$ cat src/rtl/struct_block_token_scanner_core_assert.svh
// Assertion macros shared by the scanner RTL.
`ifndef STRUCT_BLOCK_TOKEN_SCANNER_CORE_ASSERT_SVH
`define STRUCT_BLOCK_TOKEN_SCANNER_CORE_ASSERT_SVH

// Same-cycle implication, checked on every rising edge outside reset.
`define SBTS_ASSERT_NOW(label, clk, rst_n, ante, cons) \
  label: assert property (@(posedge clk) disable iff (!rst_n) (ante) |-> (cons)) \
    else $error("scanner assertion failed");

// Next-cycle implication, checked on every rising edge outside reset.
`define SBTS_ASSERT_NEXT(label, clk, rst_n, ante, cons) \
  label: assert property (@(posedge clk) disable iff (!rst_n) (ante) |=> (cons)) \
    else $error("scanner assertion failed");

`endif

$ cat src/rtl/sbts_pkg.sv
package sbts_pkg;

  typedef enum logic [1:0] {
    OP_BEGIN = 2'd0,
    OP_CHAR  = 2'd1,
    OP_END   = 2'd2,
    OP_NONE  = 2'd3
  } op_t;

  typedef enum logic [1:0] {
    ST_SCAN   = 2'd0,
    ST_ACCEPT = 2'd1,
    ST_REJECT = 2'd2,
    ST_IDLE   = 2'd3
  } status_t;

  typedef enum logic [8:0] {
    PH_IDLE        = 9'b000000001,
    PH_KEYWORD     = 9'b000000010,
    PH_AFTER_KW    = 9'b000000100,
    PH_AFTER_SLASH = 9'b000001000,
    PH_MAIN        = 9'b000010000,
    PH_CMT_BEGIN   = 9'b000100000,
    PH_LINE        = 9'b001000000,
    PH_BLOCK       = 9'b010000000,
    PH_BLOCK_END   = 9'b100000000
  } phase_t;

  localparam logic [7:0] CH_LBRACE  = 8'h7B;
  localparam logic [7:0] CH_RBRACE  = 8'h7D;
  localparam logic [7:0] CH_SLASH   = 8'h2F;
  localparam logic [7:0] CH_STAR    = 8'h2A;
  localparam logic [7:0] CH_NEWLINE = 8'h0A;

  // Index of the final character of the keyword.
  localparam logic [2:0] KW_LAST = 3'd5;

  typedef struct packed {
    logic [1:0] op;
    logic [7:0] ch;
    logic       allowed;
  } in_item_t;

  typedef struct packed {
    logic [1:0] status;
    logic       skipped;
  } out_item_t;

  // Scanner control state that does not depend on the depth width.
  typedef struct packed {
    phase_t     phase;
    logic [2:0] kw_idx;
    logic       in_body;
  } scan_ctl_t;

  function automatic logic [7:0] kw_char(input logic [2:0] idx);
    logic [7:0] c;
    case (idx)
      3'd0:    c = 8'h73; // s
      3'd1:    c = 8'h74; // t
      3'd2:    c = 8'h72; // r
      3'd3:    c = 8'h75; // u
      3'd4:    c = 8'h63; // c
      3'd5:    c = 8'h74; // t
      default: c = 8'h00;
    endcase
    return c;
  endfunction

  function automatic logic is_space(input logic [7:0] c);
    return c inside {8'd32, [8'd9:8'd13]};
  endfunction

endpackage

$ cat src/rtl/sbts_step.sv
module sbts_step
  import sbts_pkg::*;
#(
  parameter int DEPTH_BITS = 8
) (
  input  in_item_t              item,
  input  scan_ctl_t             ctl_cur,
  input  logic [DEPTH_BITS-1:0] depth_cur,
  output scan_ctl_t             ctl_nxt,
  output logic [DEPTH_BITS-1:0] depth_nxt,
  output out_item_t             result
);

  localparam logic [DEPTH_BITS-1:0] DepthOne = DEPTH_BITS'(1);
  localparam logic [DEPTH_BITS-1:0] DepthMax = {DEPTH_BITS{1'b1}};

  logic [1:0] status;
  logic       skip;
  logic       idle;

  assign idle = (ctl_cur.phase == PH_IDLE);

  always_comb begin
    ctl_nxt   = ctl_cur;
    depth_nxt = depth_cur;
    status    = ST_SCAN;
    skip      = 1'b0;
    case (item.op)
      OP_BEGIN: begin
        ctl_nxt.kw_idx  = 3'd0;
        ctl_nxt.in_body = 1'b0;
        depth_nxt       = '0;
        ctl_nxt.phase   = item.allowed ? PH_KEYWORD : PH_IDLE;
        status          = item.allowed ? ST_SCAN : ST_IDLE;
      end
      OP_CHAR: begin
        case (ctl_cur.phase)
          PH_KEYWORD: begin
            if (ctl_cur.kw_idx == 3'd0 && is_space(item.ch)) begin
              skip = 1'b1;
            end else if (ctl_cur.kw_idx > KW_LAST ||
                         item.ch != kw_char(ctl_cur.kw_idx)) begin
              ctl_nxt.phase = PH_IDLE;
              status        = ST_REJECT;
            end else begin
              ctl_nxt.kw_idx = ctl_cur.kw_idx + 3'd1;
              if (ctl_cur.kw_idx == KW_LAST) begin
                ctl_nxt.phase = PH_AFTER_KW;
              end
            end
          end
          PH_AFTER_KW: begin
            if (is_space(item.ch)) begin
              ctl_nxt.phase = PH_MAIN;
            end else if (item.ch == CH_SLASH) begin
              ctl_nxt.phase = PH_AFTER_SLASH;
            end else begin
              ctl_nxt.phase = PH_IDLE;
              status        = ST_REJECT;
            end
          end
          PH_AFTER_SLASH: begin
            if (item.ch == CH_SLASH) begin
              ctl_nxt.phase = PH_LINE;
            end else if (item.ch == CH_STAR) begin
              ctl_nxt.phase = PH_BLOCK;
            end else begin
              ctl_nxt.phase = PH_IDLE;
              status        = ST_REJECT;
            end
          end
          PH_MAIN: begin
            if (!ctl_cur.in_body) begin
              if (item.ch == CH_LBRACE) begin
                depth_nxt       = DepthOne;
                ctl_nxt.in_body = 1'b1;
              end else if (item.ch == CH_RBRACE) begin
                ctl_nxt.phase = PH_IDLE;
                status        = ST_REJECT;
              end else if (item.ch == CH_SLASH) begin
                ctl_nxt.phase = PH_CMT_BEGIN;
              end
            end else begin
              if (item.ch == CH_RBRACE) begin
                if (depth_cur <= DepthOne) begin
                  depth_nxt     = '0;
                  ctl_nxt.phase = PH_IDLE;
                  status        = ST_ACCEPT;
                end else begin
                  depth_nxt = depth_cur - DepthOne;
                end
              end else if (item.ch == CH_LBRACE) begin
                // The depth saturates rather than wrapping.
                if (depth_cur != DepthMax) begin
                  depth_nxt = depth_cur + DepthOne;
                end
              end else if (item.ch == CH_SLASH) begin
                ctl_nxt.phase = PH_CMT_BEGIN;
              end
            end
          end
          PH_CMT_BEGIN: begin
            if (item.ch == CH_SLASH) begin
              ctl_nxt.phase = PH_LINE;
            end else if (item.ch == CH_STAR) begin
              ctl_nxt.phase = PH_BLOCK;
            end else begin
              ctl_nxt.phase = PH_MAIN;
            end
          end
          PH_LINE: begin
            if (item.ch == CH_NEWLINE) begin
              ctl_nxt.phase = PH_MAIN;
            end
          end
          PH_BLOCK: begin
            if (item.ch == CH_STAR) begin
              ctl_nxt.phase = PH_BLOCK_END;
            end
          end
          PH_BLOCK_END: begin
            // A second star does not keep the comment ready to close.
            ctl_nxt.phase = (item.ch == CH_SLASH) ? PH_MAIN : PH_BLOCK;
          end
          default: begin
            ctl_nxt.phase = PH_IDLE;
            status        = ST_IDLE;
          end
        endcase
      end
      OP_END: begin
        if (idle) begin
          status = ST_IDLE;
        end else begin
          ctl_nxt.phase = PH_IDLE;
          status        = ST_REJECT;
        end
      end
      default: begin
        status = idle ? ST_IDLE : ST_SCAN;
      end
    endcase
  end

  assign result.status  = status;
  assign result.skipped = skip;

endmodule

$ cat src/rtl/struct_block_token_scanner_core.sv
// Struct token scanner. Takes one character transaction per cycle and
// answers each with exactly one result transaction in the next cycle, from an
// output register; the scan state is updated in the same cycle as the input
// transaction is taken, so a new character may follow every cycle. The only
// stall comes from the result channel: while a result waits and out_ready is
// low, in_ready is low. DEPTH_BITS sets the width of the saturating brace
// depth counter.
`include "struct_block_token_scanner_core_assert.svh"

module struct_block_token_scanner_core
  import sbts_pkg::*;
#(
  parameter int DEPTH_BITS = 8
) (
  input  logic      clk,
  input  logic      rst_n,
  input  logic      in_valid,
  output logic      in_ready,
  input  in_item_t  in_data,
  output logic      out_valid,
  input  logic      out_ready,
  output out_item_t out_data
);

  scan_ctl_t             ctl_r;
  scan_ctl_t             ctl_nxt;
  logic [DEPTH_BITS-1:0] depth_r;
  logic [DEPTH_BITS-1:0] depth_nxt;
  out_item_t             res_nxt;
  out_item_t             out_data_r;
  logic                  out_valid_r;
  logic                  in_fire;

  assign in_ready = !out_valid_r || out_ready;
  assign in_fire  = in_valid && in_ready;

  sbts_step #(
    .DEPTH_BITS(DEPTH_BITS)
  ) u_step (
    .item      (in_data),
    .ctl_cur   (ctl_r),
    .depth_cur (depth_r),
    .ctl_nxt   (ctl_nxt),
    .depth_nxt (depth_nxt),
    .result    (res_nxt)
  );

  always_ff @(posedge clk) begin
    if (!rst_n) begin
      ctl_r.phase   <= PH_IDLE;
      ctl_r.kw_idx  <= 3'd0;
      ctl_r.in_body <= 1'b0;
      depth_r       <= '0;
      out_valid_r   <= 1'b0;
    end else begin
      if (in_fire) begin
        ctl_r   <= ctl_nxt;
        depth_r <= depth_nxt;
      end
      if (in_fire) begin
        out_valid_r <= 1'b1;
      end else if (out_ready) begin
        out_valid_r <= 1'b0;
      end
    end
  end

  always_ff @(posedge clk) begin
    if (in_fire) begin
      out_data_r <= res_nxt;
    end
  end

  assign out_valid = out_valid_r;
  assign out_data  = out_data_r;

  // A waiting result is never overwritten.
  `SBTS_ASSERT_NOW(a_no_overwrite, clk, rst_n, out_valid_r && !out_ready, !in_ready)
  // A begin that is not allowed leaves the scanner idle.
  `SBTS_ASSERT_NEXT(a_begin_idle, clk, rst_n,
                    in_fire && in_data.op == OP_BEGIN && !in_data.allowed,
                    ctl_r.phase == PH_IDLE && out_data_r.status == ST_IDLE)
  // A finished token always returns the scanner to idle.
  `SBTS_ASSERT_NOW(a_finish_idle, clk, rst_n,
                   out_valid_r && $past(in_fire) &&
                   (out_data_r.status == ST_ACCEPT || out_data_r.status == ST_REJECT),
                   ctl_r.phase == PH_IDLE)
  // Skipped whitespace only occurs while the scan carries on.
  `SBTS_ASSERT_NOW(a_skip_scan, clk, rst_n, out_valid_r && out_data_r.skipped,
                   out_data_r.status == ST_SCAN)

endmodule
$ cat config.mk
export PLATFORM = sky130hd
export DESIGN_NAME = struct_block_token_scanner_core
export DESIGN_NICKNAME = d
export VERILOG_FILES = /design/src/rtl/sbts_pkg.sv /design/src/rtl/sbts_step.sv /design/src/rtl/struct_block_token_scanner_core.sv
export VERILOG_INCLUDE_DIRS = /design/src /design/src/rtl
export SDC_FILE = /design/constraint.sdc
export NUM_CORES = 1
export LEC_CHECK = 0
export BUFFER_PORTS_ARGS = -buffer_cell sky130_fd_sc_hd__buf_2
export CORE_MARGIN = 2
export CORE_UTILIZATION = 35
export CTS_CLUSTER_SIZE = 16
export DETAILED_ROUTE_END_ITERATION = 6
export PLACE_DENSITY_LB_ADDON = 0.08
export SLEW_MARGIN = 20
export SYNTH_ARGS = -nofsm -noshare
export SYNTH_HDL_FRONTEND = slang
export SYNTH_SLANG_ARGS = --single-unit
$ cat constraint.sdc
create_clock -name clk -period 7.6 [get_ports clk]
set_clock_uncertainty 0.05 [all_clocks]
set_input_delay 2.28 -clock clk [delete_from_list [all_inputs] [get_ports clk]]
set_output_delay 2.28 -clock clk [all_outputs]
set_load 0.03 [all_outputs]
==> impl_metrics.toml, run 1 <==
[clock_tree]
cts_buffers = 3
clk_latency_ps = 280
cts_buffer_depth = 2
cts_sinks = 25
post_cts_buffers = 0
cts-root-buf = "clkbuf_8"
tritoncts = "done"
cts-hold-fix-buffers = 0
htreeDepth = 1
cts_resized = 0
clk_pin_slew_ps = 100

[critical_path]
crit_top_cell = "buf_2"
reg2reg_slack_ps = 4380
cp-end-kind = "output pin"
r2r_cells = 8
path_class = "input pin to output pin"
critPathLaunchType = "input pin"
crit_chain = "buf_2, nand2b_1, buf_2"
crit_required_ps = 5270
crit_path_max_fanout = 3
cp.arrival_ps = 2710
startpoint = "out_ready"
crit_path_max_incr_delay_ps = 190
r2r-end = "ctl_r[12]"
reg2reg_from = "ctl_r[2]"
critPathSlowestCell = "buf_2"

[power_and_ir_drop]
clockPowerShare_pct = 31.9
irDropWorstVdd_v = 0.00005339
seqPwrFrac_pct = 51.3
powerDensity_nw_per_um2 = 113.7
comb_power_share_pct = 16.9
intPower_mw = 0.1898
p_sw_mw = 0.07753
p_leak_nw = 0.8744
p_sw_share_pct = 29.00

[synthesis]
synth_seq_area_share_pct = 24.42
ys.flop_type = "dfxtp_1"
synth_enable_flop_cells = 3
synth-seq-cells = 25
synth_top_area_share_pct = 20.28
ys_warn_count = 0
async_reset_ff_share_pct = 0
syn-num-nets = 311
synth_area_um2 = 2172
synth_cell_type_count = 56
synth.area.top_cells = "dfxtp_1 20%, ha_1 7.5%, mux2i_1 5.1%"
synth_top_cell_by_area = "dfxtp_1"
avgSynthCellArea_um2 = 7.675
synth_cells = 283

[floorplan]
die_area_um2 = 6852
die_x_um = 82.78
num_rows = 28
ios = 20
die_height_um = 82.78
initial_core_util_pct = 36.47
fp.coreArea_um2 = 5956

[sta]
final-hold-violation-count = 0
fin_ws_ps = 2559
rsz0062_at_grt = "false"
relSlewSlack_pct = 41.90
worstMarginPinSlew_ps = 859.7
setup_viol = 0
slew_viol_final = 0
period_needed_ps = 5041
period_share_pct = 66.32
fin_setup_tns_ps = 0
fmax_mhz = 198.4

[placed_design]
place_inst = 361
pre_cts_slack_ps = 2415
place_area_um2 = 2295
gp_congestion = 0.8170
hpwlAfterDp_um = 4182
portBuffers = 19

[final_layout]
final_cell_mix = "25 x nand2_1, 25 x nor2_1, 22 x dfxtp_1"
final_cell_area_um2 = 2351
area_growth_pct = 8.237
fin_nets = 319
n_antenna_cell = 0
num-fill-cells = 652
fin_cells = 365
layout-drive-gt1-share_pct = 11.72

[grt]
track_usage_pct = 17.47
grt_pass1_wl_um = 9397
grt_max_degree = 16
grt_pass1_vias = 1925
antenna_found_initial = 0
overflow = 0

[drt]
drtAntennaViolNets = 0
vias_per_cell = 5.647
dr.pass1.iters = 4
dr_total_vias = 2061
drc_errors = 0
drtIter0Drc = 122
wl_per_cell_um = 14.90
wl_um = 5437

[worst_hold_path]
hp-start = "depth_r[1]"
holdPathStages = 2
holdPathEnd = "depth_r[1]"
min_path_type = "flop to flop"

[run]
maxCapViolCount = 0

[outcome]
status = "completed"
==> synth_stat cells, types with 2 or more instances <==
master and n:
or3_1 7, a21oi_1 15, a22oi_1 2, buf_6 2, xor2_1 3, nor4_1 7, nand2_1 25, ha_1 13
nor3_1 8, and3_1 3, nor4b_1 3, xnor2_1 3, o22ai_1 6, mux2i_1 11, edfxtp_1 3, and4b_1 3
clkbuf_1 15, a2111oi_0 3, inv_1 16, dfxtp_1 22, a211oi_1 2, or4b_2 2, o21ai_0 17, nand4b_1 5
o41ai_1 3, o211ai_1 4, nand4_1 6, nand2b_1 6, nor2b_1 9, nand3_1 6, or4_4 2, nor2_1 25
and2_1 3
==> cell families (layout without fill, tap and decap cells) <==
logic type	Yosys count	count (layout)	synth area share [%]
simple gates	128	128	33.53
xor+xnor	6	6	2.420
compound gates	67	67	20.68
mux	11	11	5.069
buf+inv	33	40	6.394
fa+ha+maj	13	13	7.489
flops	25	25	24.42
==> per-stage QoR <==
| stage | total power [mW] | utilization [%] | hold WS, ps |
|---|---|---|---|
| after floorplan | 0.1721 | - | 404.8 |
| after global placement | 0.1853 | 38.53 | 425.5 |
| after detailed placement | 0.1847 | 38.53 | 438.8 |
| after CTS | 0.2718 | 39.33 | 454.4 |
| after global routing | 0.2820 | 39.47 | 492.7 |
| final | 0.2673 | 39.47 | 453.6 |
==> how the worst max path moves through the flow <==
stage | to | slack, ps | depth (start not counted)
3_3_place_gp | ctl_r[4] | 2460 | 7
4_1_cts | in_ready | 2560 | 3
5_1_grt | in_ready | 2540 | 3
2_1_floorplan | in_ready | 2690 | 1
6_report | in_ready | 2560 | 3
3_5_place_dp | ctl_r[4] | 2420 | 7
==> flip-flops by register name, summed over array words and instances (netlist names) <==
signal     cells
out_valid      1
depth_r        8
out_data       3
ctl_r         13
==> critical path, delay by kind of cell <==
kind | cells | cell delay (ps)
buffers and inverters | 2 | 280
AND/OR/NAND/NOR | 1 | 150
==> layout make-up <==
type                            count  area (µm²)  area share, %
Clock inverter                      1       6.256         0.2661
Tap cell                           75       93.84          3.991
Clock buffer                        3       41.29          1.756
Timing Repair Buffer               20       102.6          4.364
Multi-Input combinational cell    225        1516          64.50
Sequential cell                    25       530.5          22.57
Inverter                           16       60.06          2.555
==> power by group through the flow <==
stage          clock network (mW)  registers, mW  logic (mW)
6_report                   0.0851          0.137      0.0451
5_1_grt                    0.0946          0.137      0.0499
4_1_cts                    0.0900          0.137      0.0447
3_5_place_dp                    0          0.140      0.0445
3_3_place_gp                    0          0.140      0.0451
2_1_floorplan                   0          0.143      0.0288
==> per-layer routing <==
| metal | GRT usage [%] | up-vias | share of wire, % |
|---|---|---|---|
| li1 | - | 1057 | - |
| met1 | 25.61 | 959 | 51 |
| met2 | 27.26 | 40 | 44 |
| met3 | 2.056 | 5 | 4.3 |
| met4 | 4.098 | 0 | 0.90 |
| met5 | 0 | - | 0 |
Note: power is estimated with default switching activity, not from simulation.
==> run 2, diff against run 1 <==
==> constraint.sdc (replaced) <==
create_clock -name clk -period 4.2 [get_ports clk]
set_clock_uncertainty 0.05 [all_clocks]
set_input_delay 1.26 -clock clk [delete_from_list [all_inputs] [get_ports clk]]
set_output_delay 1.26 -clock clk [all_outputs]
set_load 0.03 [all_outputs]
==> run 2 against run 1 <==
Effect of this change: sequential power increased by 81%; combinational power rose by 83%; worst hold slack lost 0.93 ps; clock power up 80%; count of clock-buffer cells in the layout is the same; sequential share of layout area shrank 0.20 points; utilization rose by 0.36 points; die area unchanged; critical path depth increased by 4; register-to-register slack lost 3800 ps; via count increased by 0.19%; setup slack worse by 2300 ps; largest power group unchanged; critical endpoint is now ctl_r[4].
==> impl_metrics.toml, run 2 (same netlist as run 1, synthesis figures left out) <==
[critical_path]
crit_buf_inv = 1
critPathLaunchType = "input pin"
crit_chain = "buf_2, or4_1, a2111oi_0, o2111ai_1, nand2b_1, o31ai_2, o311ai_2"
crit_required_ps = 4270
crit_path_max_fanout = 9
crit_family = "compound AO/OA/AOI/OAI gates"
path_class = "input pin to flop"
critPathSlowestCell = "o31ai_2"
cp.arrival_ps = 3970
cp-end-kind = "flop"
crit_path_max_incr_delay_ps = 950

[placed_design]
hpwlAfterDp_um = 4227
place_inst = 365
portBuffers = 19
place_area_um2 = 2325
gp_congestion = 0.8314

[sta]
period_needed_ps = 3893
fmax_mhz = 256.9
relSlewSlack_pct = 26.85
rsz0062_at_grt = "false"
fin_setup_tns_ps = 0
slew_viol_final = 0
final-hold-violation-count = 0
holdWs_ps = 452.7
period_share_pct = 92.69
setup_viol = 0
worstMarginPinSlew_ps = 1091

[grt]
grt_pass1_wl_um = 9356
antenna_found_initial = 0
track_usage_pct = 17.54
grt_pass1_vias = 1938
overflow = 0
grt_max_degree = 16

[final_layout]
layout-drive-gt1-share_pct = 12.93
fin_nets = 323
n_antenna_cell = 0
fin_cells = 369
seq_area_um2 = 530.5
num-fill-cells = 644
area_growth_pct = 9.217
final_cell_area_um2 = 2372
regMostFlops = "ctl_r"
largest_reg_flops = 13
final_cell_mix = "25 x nand2_1, 25 x nor2_1, 22 x dfxtp_1"
multi_input_area_um2 = 1508

[floorplan]
num_rows = 28
ios = 20
die_x_um = 82.78
initial_core_util_pct = 36.47
die_area_um2 = 6852
fp.coreArea_um2 = 5956
die_height_um = 82.78

[power_and_ir_drop]
p_sw_share_pct = 28.85
comb_power_share_pct = 17.1
powerDensity_nw_per_um2 = 204.0
clockPowerShare_pct = 31.6
seqPwrFrac_pct = 51.3
p_leak_nw = 0.8929
intPower_mw = 0.3443
irDropWorstVdd_v = 0.0001128
p_sw_mw = 0.1396

[clock_tree]
clk_pin_slew_ps = 100
cts_buffer_depth = 2
cts-root-buf = "clkbuf_8"
cts-hold-fix-buffers = 0
cts_buffers = 3
cts_resized = 0
tritoncts = "done"
htreeDepth = 1
post_cts_buffers = 0
clk_latency_ps = 270
cts_sinks = 25

[drt]
drc_errors = 0
dr_total_vias = 2065
drtIter0Drc = 99
wl_per_cell_um = 14.99
drtAntennaViolNets = 0
vias_per_cell = 5.596
wl_um = 5530
dr.pass1.iters = 4

[outcome]
status = "completed"

[worst_hold_path]
min_path_type = "flop to flop"

[run]
maxCapViolCount = 0
run 2: cell types whose count changed in the layout (fill, tap and decap cells not counted):
cell,change
buf_4,+4
o31ai_2,+1
o31ai_4,-1
run 2: cell type report:
type	instances	share of cell area [%]
Multi-Input combinational cell	225	63.55
Sequential cell	25	22.36
Timing Repair Buffer	24	5.591
Tap cell	75	3.956
Inverter	16	2.532
Clock buffer	3	1.741
Clock inverter	1	0.2637
run 2: metal layers:
layer,GRT usage (%),vias up,part of all wire (%)
met5,0,-,0
li1,-,1071,-
met3,2.381,6,3.0
met1,25.48,952,54
met4,4.098,0,1.0
met2,27.42,36,42
run 2: per-stage QoR:
stage               utilization, %  total power, mW  worst slack [ps]
global route                 39.83           0.5088             83.51
global placement             39.03           0.3371             35.27
finish                       39.83           0.4840             306.9
detailed placement           39.03           0.3362             69.84
floorplan                        -           0.3114             768.1
CTS                          39.83           0.4930             325.3
run 2: power groups by stage:
| stage | clock network, mW | logic [mW] | registers (mW) |
|---|---|---|---|
| final | 0.153 | 0.0827 | 0.248 |
| after global routing | 0.169 | 0.0912 | 0.249 |
| after CTS | 0.162 | 0.0827 | 0.248 |
| after detailed placement | 0 | 0.0826 | 0.254 |
| after global placement | 0 | 0.0835 | 0.254 |
| after floorplan | 0 | 0.0522 | 0.259 |
run 2: worst paths after layout:
kind / start / endpoint / slack [ps] / cells after the start
min: ctl_r[5] / ctl_r[5] / 450 / 2
max: in_data[7] / ctl_r[4] / 310 / 7
max reg2reg: ctl_r[2] / ctl_r[4] / 620 / 8
min reg2reg: ctl_r[5] / ctl_r[5] / 450 / 2
run 2: worst register-to-register path: stages, from the launching register on:
cell and delay [ps]:
dfxtp_1 480, inv_1 140, ha_1 240, or4_1 460
a2111oi_0 430, o2111ai_1 230, nand2b_1 240, o31ai_2 950
o311ai_2 200
